### config.mk
export PLATFORM = sky130hd
export DESIGN_NAME = tilt_sqrt
export DESIGN_NICKNAME = d
export VERILOG_FILES = /design/src/hdl/tilt_pkg.sv /design/src/hdl/tilt_sqrt.sv
export SDC_FILE = /design/constraint.sdc
export NUM_CORES = 2
export LEC_CHECK = 0
export BUFFER_PORTS_ARGS = -buffer_cell sky130_fd_sc_hd__buf_2
export CAP_MARGIN = 25
export CORE_MARGIN = 2
export CORE_UTILIZATION = 48
export DETAILED_ROUTE_END_ITERATION = 6
export PLACE_DENSITY_LB_ADDON = 0.12
export SLEW_MARGIN = 20
export SYNTH_ARGS = -nofsm -noshare
export SYNTH_HDL_FRONTEND = slang
export SYNTH_SLANG_ARGS = --single-unit
### constraint.sdc
create_clock -name clk -period 15.87 [get_ports clk]
set_input_delay 3.174 -clock clk [delete_from_list [all_inputs] [get_ports clk]]
set_output_delay 3.174 -clock clk [all_outputs]
set_load 0.02 [all_outputs]
### src/hdl/tilt_pkg.sv
// package for accel_tilt_angles: widths, cordic angle table, stage count
// no dependencies
package tilt_pkg;
  localparam int SAMPLE_BITS = 16;
  localparam int ANGLE_FRAC_BITS = 13;
  localparam int CORDIC_STAGES = 16;
  localparam int GUARD_SHIFT = 30 - SAMPLE_BITS;
  localparam int INT_FRAC = 30;
  localparam int OUT_BITS = ANGLE_FRAC_BITS + 2;
  localparam int SQ_BITS = 62;
  localparam int ROOT_BITS = 31;
  localparam int CW = 34;
  localparam int ZW = 33;
  localparam int SQRT_STEPS = 31;
  localparam int SQRT_PER_STAGE = 4;
  localparam int SQRT_STAGES = (SQRT_STEPS + SQRT_PER_STAGE - 1) / SQRT_PER_STAGE;
  localparam int RND_SH = INT_FRAC - ANGLE_FRAC_BITS;
  localparam logic signed [ZW-1:0] HALF_PI = ZW'(64'sd1686629713);
  localparam logic signed [OUT_BITS-1:0] ANGLE_LIM =
    OUT_BITS'((64'sd1686629713 + (64'sd1 <<< (RND_SH - 1))) >>> RND_SH);

  function automatic logic signed [ZW-1:0] atan_entry(input int i);
    logic [31:0] t;
    unique case (i)
      0: t = 32'h3243F6A8; 1: t = 32'h1DAC6705; 2: t = 32'h0FADBAFC;
      3: t = 32'h07F56EA6; 4: t = 32'h03FEAB76; 5: t = 32'h01FFD55B;
      6: t = 32'h00FFFAAA; 7: t = 32'h007FFF55; 8: t = 32'h003FFFEA;
      9: t = 32'h001FFFFD; 10: t = 32'h000FFFFF; 11: t = 32'h0007FFFF;
      12: t = 32'h0003FFFF; 13: t = 32'h0001FFFF; 14: t = 32'h0000FFFF;
      15: t = 32'h00007FFF; 16: t = 32'h00003FFF; 17: t = 32'h00001FFF;
      18: t = 32'h00000FFF; 19: t = 32'h000007FF; 20: t = 32'h000003FF;
      21: t = 32'h000001FF; 22: t = 32'h000000FF; default: t = 32'h0000007F;
    endcase
    return ZW'(signed'({1'b0, t}));
  endfunction

  // one channel word moving down the pipe
  typedef struct packed {
    logic signed [SAMPLE_BITS-1:0] num;
    logic [ROOT_BITS-1:0] root;
  } chan_t;
endpackage

### src/hdl/tilt_sqrt.sv
// tilt_sqrt: pipelined sum of squares and bit-by-bit floor square root
// depends on tilt_pkg
module tilt_sqrt import tilt_pkg::*; (
  input  logic clk,
  input  logic rst,
  input  logic in_valid,
  input  logic signed [SAMPLE_BITS-1:0] num,
  input  logic signed [SAMPLE_BITS-1:0] a,
  input  logic signed [SAMPLE_BITS-1:0] b,
  output logic out_valid,
  output chan_t out_chan
);
  // squares of raw samples, guard shift applied as 2*GUARD_SHIFT later
  localparam int PW = 2 * SAMPLE_BITS;
  logic v0;
  logic signed [SAMPLE_BITS-1:0] num0;
  logic [PW-1:0] aa, bb;
  logic v1;
  logic signed [SAMPLE_BITS-1:0] num1;
  logic [SQ_BITS-1:0] sq1;

  always_ff @(posedge clk) begin
    if (rst) begin
      v0 <= 1'b0;
      v1 <= 1'b0;
    end else begin
      v0 <= in_valid;
      v1 <= v0;
    end
    num0 <= num;
    aa <= PW'(a * a);
    bb <= PW'(b * b);
    num1 <= num0;
    sq1 <= SQ_BITS'({1'b0, aa} + {1'b0, bb}) << (2 * GUARD_SHIFT);
  end

  // restoring root: remainder, partial root, one result bit per step
  logic [SQRT_STAGES:0] sv;
  logic signed [SAMPLE_BITS-1:0] snum [SQRT_STAGES+1];
  logic [SQ_BITS-1:0] srem [SQRT_STAGES+1];
  logic [ROOT_BITS-1:0] sroot [SQRT_STAGES+1];

  assign sv[0] = v1;
  assign snum[0] = num1;
  assign srem[0] = sq1;
  assign sroot[0] = '0;

  for (genvar s = 0; s < SQRT_STAGES; s++) begin : g_sq
    logic [SQ_BITS-1:0] r_n;
    logic [ROOT_BITS-1:0] q_n;
    always_comb begin
      logic [SQ_BITS+1:0] trial;
      int k;
      r_n = srem[s];
      q_n = sroot[s];
      for (int j = 0; j < SQRT_PER_STAGE; j++) begin
        k = SQRT_STEPS - 1 - (s * SQRT_PER_STAGE + j);
        if (k >= 0) begin
          trial = ({2'b0, q_n} << (k + 1)) + ((SQ_BITS + 2)'(1) << (2 * k));
          if ({2'b0, r_n} >= trial) begin
            r_n = SQ_BITS'({2'b0, r_n} - trial);
            q_n = q_n | (ROOT_BITS'(1) << k);
          end
        end
      end
    end
    always_ff @(posedge clk) begin
      if (rst) sv[s+1] <= 1'b0;
      else sv[s+1] <= sv[s];
      snum[s+1] <= snum[s];
      srem[s+1] <= r_n;
      sroot[s+1] <= q_n;
    end
  end

  assign out_valid = sv[SQRT_STAGES];
  assign out_chan.num = snum[SQRT_STAGES];
  assign out_chan.root = sroot[SQRT_STAGES];
endmodule

* Word-level counts from Yosys, hierarchy flattened
Index checks and enable logic that the tools add are counted.
** Storage, ports and cells
- Register bits :: 950
- Output and inout bits :: 48
- Word-level logic and storage cells :: 193
- Bits of input ports :: 51
** Operators by class
- $add $sub $neg :: 61
- Multiplexer cells :: 53
- Multipliers :: 2
- $lt $le $gt $ge :: 31
** Operators with widths (number)
- 62-bit 2-to-1 mux :: 30
- 16-bit by 16-bit multiplier with 32-bit output :: 2
- 61-bit by 59-bit adder with 62-bit output, second input constant :: 1
- 62-bit by 33-bit greater-or-equal comparator with 1-bit output :: 1
- 62-bit by 34-bit greater-or-equal comparator with 1-bit output :: 1
- 62-bit by 35-bit greater-or-equal comparator with 1-bit output :: 1
- 62-bit by 36-bit greater-or-equal comparator with 1-bit output :: 1
- 62-bit by 37-bit greater-or-equal comparator with 1-bit output :: 1
- 62-bit by 38-bit greater-or-equal comparator with 1-bit output :: 1
- 62-bit by 39-bit greater-or-equal comparator with 1-bit output :: 1
- 62-bit by 40-bit greater-or-equal comparator with 1-bit output :: 1
- 62-bit by 41-bit greater-or-equal comparator with 1-bit output :: 1
- 62-bit by 42-bit greater-or-equal comparator with 1-bit output :: 1
- 62-bit by 43-bit greater-or-equal comparator with 1-bit output :: 1
- 62-bit by 44-bit greater-or-equal comparator with 1-bit output :: 1
- 62-bit by 45-bit greater-or-equal comparator with 1-bit output :: 1
- 62-bit by 46-bit greater-or-equal comparator with 1-bit output :: 1
- 62-bit by 47-bit greater-or-equal comparator with 1-bit output :: 1
- 62-bit by 48-bit greater-or-equal comparator with 1-bit output :: 1
- 62-bit by 49-bit greater-or-equal comparator with 1-bit output :: 1
- 62-bit by 50-bit greater-or-equal comparator with 1-bit output :: 1
- 62-bit by 51-bit greater-or-equal comparator with 1-bit output :: 1
- 62-bit by 52-bit greater-or-equal comparator with 1-bit output :: 1
- 62-bit by 53-bit greater-or-equal comparator with 1-bit output :: 1
- 93 further kinds :: 93

* Logic depth before layout (Yosys ltp)
- Depth in word-level cells :: 12
- Mapped depth :: 78
- Depth with buffers taken out :: 66

* Worst setup path before layout
No wires, ideal clock.
- Kind :: register -> register
- From :: register sroot[69] in the netlist's numbering
- To :: register srem[82] in the netlist's numbering
- Required time :: 15.748 ns
- Arrival time :: 14.836 ns
- Setup time :: 0.122 ns
- Path buffers :: 13
- Path slack :: 0.912 ns
- Clock period less this slack :: 14.958 ns
- Stages on the path, launching flop included :: 78
- Cell sequence :: dfxtp_1 inv_1 ha_1 fa_1 a211o_1 o211ai_1 o211a_1 or2_1 o311ai_4 or2_4 clkinv_2 buf_6 clkbuf_1 clkbuf_1 o21ai_0 ha_1 nand2_1 or3b_2 [... 42 more ...] o21bai_1 a21oi_1 o21bai_1 a21oi_1 o21bai_1 a21oi_1 nor2_1 o221ai_1 nand2b_1 or3_4 and4bb_1 and2_1 buf_6 inv_2 buf_6 buf_2 nor2_1 a21oi_1
** Between the ends
- Word-level cells in the longest chain between the ends :: 12
- Elaborated cells on any way between the ends :: 19
- Classes of those cells :: add/sub (8); order compare (4); mux (7)
** RTL lines
- start: declaration :: RTL line tilt_sqrt.sv:41 : logic [ROOT_BITS-1:0] sroot [SQRT_STAGES+1];
- start signal: indexed assignment :: RTL line tilt_sqrt.sv:72 : sroot[s+1] <= q_n;
- 38-bit by 13-bit adder with 39-bit output :: RTL line tilt_sqrt.sv:59 : trial = ({2'b0, q_n} << (k + 1)) + ((SQ_BITS + 2)'(1) << (2 * k));
- 62-bit by 39-bit greater-or-equal comparator with 1-bit output :: RTL line tilt_sqrt.sv:60 : if ({2'b0, r_n} >= trial) begin
- 7-bit 2-to-1 mux :: RTL line tilt_sqrt.sv:60
- 37-bit by 11-bit adder with 38-bit output :: RTL line tilt_sqrt.sv:59
- 62-bit by 38-bit greater-or-equal comparator with 1-bit output :: RTL line tilt_sqrt.sv:60
- 6-bit 2-to-1 mux :: RTL line tilt_sqrt.sv:60
- 36-bit by 9-bit adder with 37-bit output :: RTL line tilt_sqrt.sv:59
- 62-bit by 37-bit greater-or-equal comparator with 1-bit output :: RTL line tilt_sqrt.sv:60
- 5-bit 2-to-1 mux :: RTL line tilt_sqrt.sv:60
- 35-bit by 7-bit adder with 36-bit output * :: RTL line tilt_sqrt.sv:59
- via g_sq[6].$4.trial[9] :: RTL line tilt_sqrt.sv:52 : logic [SQ_BITS+1:0] trial;
- 62-bit by 36-bit subtractor with 62-bit output / 62-bit by 36-bit greater-or-equal comparator with 1-bit output (equally long branches) :: RTL line tilt_sqrt.sv:61, tilt_sqrt.sv:60
- 62-bit 2-to-1 mux * :: RTL line tilt_sqrt.sv:60
- via g_sq[6].r_n[20] :: RTL line tilt_sqrt.sv:49 : logic [SQ_BITS-1:0] r_n;
- end signal: indexed assignment :: RTL line tilt_sqrt.sv:71 : srem[s+1] <= r_n;
- end: declaration :: RTL line tilt_sqrt.sv:40 : logic [SQ_BITS-1:0] srem [SQRT_STAGES+1];
Mark *: on every way through the listed nets, which the timed path passes. The rest lies on a longest branch.
A chain may end at the register's enable or synchronous reset.

* Worst setup path after layout
- From :: register sroot[69] in the netlist's numbering
- To :: register srem[94] in the netlist's numbering
** Between the ends
- Word-level cells in the longest chain between the ends :: 12
- Elaborated cells on any way between the ends :: 19
- Classes of those cells :: add/sub (8); order compare (4); mux (7)
** RTL lines (RTL line)
- 38-bit by 13-bit adder with 39-bit output :: tilt_sqrt.sv:59
- 62-bit by 39-bit greater-or-equal comparator with 1-bit output :: tilt_sqrt.sv:60
- 7-bit 2-to-1 mux :: tilt_sqrt.sv:60
- 37-bit by 11-bit adder with 38-bit output :: tilt_sqrt.sv:59
- 62-bit by 38-bit greater-or-equal comparator with 1-bit output :: tilt_sqrt.sv:60
- 6-bit 2-to-1 mux :: tilt_sqrt.sv:60
- 36-bit by 9-bit adder with 37-bit output :: tilt_sqrt.sv:59
- 62-bit by 37-bit greater-or-equal comparator with 1-bit output :: tilt_sqrt.sv:60
- 5-bit 2-to-1 mux :: tilt_sqrt.sv:60
- 35-bit by 7-bit adder with 36-bit output :: tilt_sqrt.sv:59
- 62-bit by 36-bit subtractor with 62-bit output / 62-bit by 36-bit greater-or-equal comparator with 1-bit output (equally long branches) :: tilt_sqrt.sv:61, tilt_sqrt.sv:60
- 62-bit 2-to-1 mux * :: tilt_sqrt.sv:60
- via g_sq[6].r_n[32] :: tilt_sqrt.sv:49
Marked as above.

==> flow_summary.ini <==
[min_path]
min_from = snum[101]
hold_path_end = snum[85]
hold_class = flip-flop to flip-flop
worstHoldPathCells = 0

[setup_path]
start_kind = flip-flop
cp.required_ps = 16440
regToRegStartpoint = sroot[69]
cp_top_family = compound AO/OA/AOI/OAI gates
r2r_setup_slack_ps = 960
crit_start = sroot[69]
reg2regPathDepth = 65
crit_type = flip-flop to flip-flop
path_buf_inv = 8
critPathMaxFanout = 48
arrival_ps = 15480
cp_slowest_stage_delay_ps = 470
slowest_stage = or4_1
critPathCaptureType = flip-flop
r2r_end = srem[94]

[final_layout]
fin_nets = 9877
area_growth_syn_to_layout_pct = 7.43
drive_gt1_share_pct = 6.18
fill_cells = 14200
finish.instance_area_sq_um = 76400

[placement]
hpwl_microns = 174000
pre_cts_slack_ps = 202
placed_area_sq_um = 73400
routabilityCongestion = 0.958
port_buffers = 98

[timing]
period_share_pct = 93.9
tns_ps = 0
clock.fmax_ghz = 0.0671
tightest_slew_ps = 1050
hold_violations = 0
period_minus_slack_ps = 14910
clock_skew_ps = 37.9
slew_headroom_pct = 29.2
whs_ps = 315
finalSetupViolations = 0
drv_slew = 0
worst_slack_ps = 963

[yosys]
syn_area_sq_um = 71100
synth_edf_count = 0
synthesis.nets = 9870
synth_cell_types = 119
syn_inst = 8634
avgSynthCellArea_sq_um = 8.24
ys_seq_area_share_pct = 19.3
ys_ff_latch = 685
async_reset_ff_share_pct = 0
yosys_warnings = 0
synth_ff_type = dfxtp_1

[floorplanning]
rows = 141
ioPinCount = 99
fp.dieH_microns = 389
fp.dieW_microns = 389
start_util_pct = 48.2
core_sq_um = 147000
die-area_sq_um = 151000

[detailed_routing]
wirelength_microns = 212000
remaining_drc_errors = 1
dr.pass1.iters = 7
dr_total_vias = 61600
drtIter0Drc = 4620
avgRoutedWirePerCell_microns = 19.9
vias_per_cell = 5.80
antenna_left = 0

[global_route]
groute.usage.overall_pct = 27.5
grt_overflow = 0
grt_pass1_vias = 60000
grt_first_pass_wirelength_microns = 334000
antenna_found_initial = 4
grt_max_degree = 49

[cts]
numCtsBuffers = 77
cts_root_buf = clkbuf_16
cts_max_level = 3
clk_latency_ps = 680
clockBufferDepth = 3
cts.clk_slew.worst_paths_ps = 70
clock_sinks = 685
cts_tree = yes

[run]
maxCapViolCount = 0

[status]
status = finished, violations left
violations = design-rule violations
## state kept, by name (all words and copies together), names as in the netlist
| signal | count |
|---|---|
| out_chan | 47 |
| srem | 277 |
| bb | 31 |
| snum | 112 |
| v0 | 1 |
| aa | 31 |
| num1 | 16 |
| v1 | 1 |
| num0 | 16 |
| sv | 7 |
| out_valid | 1 |
| sq1 | 33 |
| sroot | 112 |
## worst max path at each step
stage               slack (ps)  cells after the start        end
floorplan                  910                     77   srem[82]
global placement            50                     60  srem[164]
detailed placement         200                     66  srem[107]
CTS                        110                     66  srem[107]
global route                -7                     61  srem[179]
finish                     960                     65   srem[94]
## placed cells by master (no fill, tap or decap), types with 91 or more instances in the layout
| cell type | count |
|---|---|
| buf_2 | 98 |
| nor3_1 | 210 |
| nand4_1 | 103 |
| a21o_1 | 183 |
| o21bai_1 | 102 |
| ha_1 | 700 |
| nand2_1 | 722 |
| a21oi_1 | 593 |
| fa_1 | 485 |
| o21ai_0 | 365 |
| inv_1 | 923 |
| and2_1 | 145 |
| nand3_1 | 183 |
| dfxtp_1 | 685 |
| nor2_1 | 704 |
| xor2_1 | 254 |
| xnor2_1 | 484 |
| o21a_1 | 91 |
## area by class of cell
cell class	instances	area (sq um)	share of cell area [%]
Antenna cell	2	5.00	0.00655
Clock buffer	93	2130	2.79
Clock inverter	48	652	0.853
Inverter	935	3530	4.62
Multi-Input combinational cell	6790	53000	69.4
Sequential cell	685	13700	17.9
Tap cell	1930	2410	3.16
Timing Repair Buffer	152	926	1.21
## cells in the mapped netlist (36+ instances only)
master    number  share of area, %
o211ai_1      50              0.53
and2_1       145               1.3
nor4_1        84              0.74
nor2_1       704               3.7
dfxtp_1      685                19
and4_1        36              0.44
clkbuf_1     163              0.86
xor2_1       254               3.1
and3_1        69              0.61
o21bai_1     102               1.1
or4_1         59              0.62
a21oi_1      596               4.2
or3_1         70              0.62
nand2_1      722               3.8
a31oi_1       66              0.58
a21o_1       183               1.9
nor3_1       213               1.5
mux2_2        72               1.1
o31ai_1       68              0.72
nand4_1      103              0.91
a211oi_1      76              0.80
nor2b_1       84              0.74
o21ai_0      365               2.6
or2_2         60              0.53
inv_1        925               4.9
nand2b_1      90              0.79
fa_1         485                14
xnor2_1      484               6.0
nand3_1      183               1.3
o21a_1        91              0.96
ha_1         700                12
## kinds of logic after synthesis
family                   share of synthesized area [%]
buffers and inverters                             6.29
adder cells (fa/ha/maj)                           26.0
XOR/XNOR                                          9.11
AND/OR/NAND/NOR                                   19.6
AO/OA/AOI/OAI                                     18.1
flip-flops                                        19.3
multiplexers                                      1.65
## worst reg2reg max path, delay by kind of cell (launching register included)
kind	cells	cell delay [ps]
simple gates	19	4050
buf+inv	8	1270
flops	1	350
mux	1	370
compound gates	30	6760
fa+ha+maj	7	1980
## per-layer routing
layer / routed length, microns / global-route usage, % / vias to the layer above
li1: - / - / 30000
met1: 95000 / 36.4 / 29600
met2: 99400 / 46.8 / 1661
met3: 9920 / 3.11 / 352
met4: 7260 / 8.82 / 0
met5: 0 / 0 / -
## what timing repair did
item | in CTS | in global routing
buffers inserted | 0 | 8
gates resized for setup | 0 | 26
setup endpoints to repair | 0 | 143
hold buffers | 0 | 0
## stage by stage
stage / std cells / util [%]
floorplan: 8634 / -
global placement: 10500 / 49.8
detailed placement: 10500 / 49.8
CTS: 10600 / 51.7
global route: 10600 / 51.8
finish: 10600 / 51.8
Power is not shown: default switching activity piles up to over one toggle a cycle in this logic, so the estimate is an artifact.
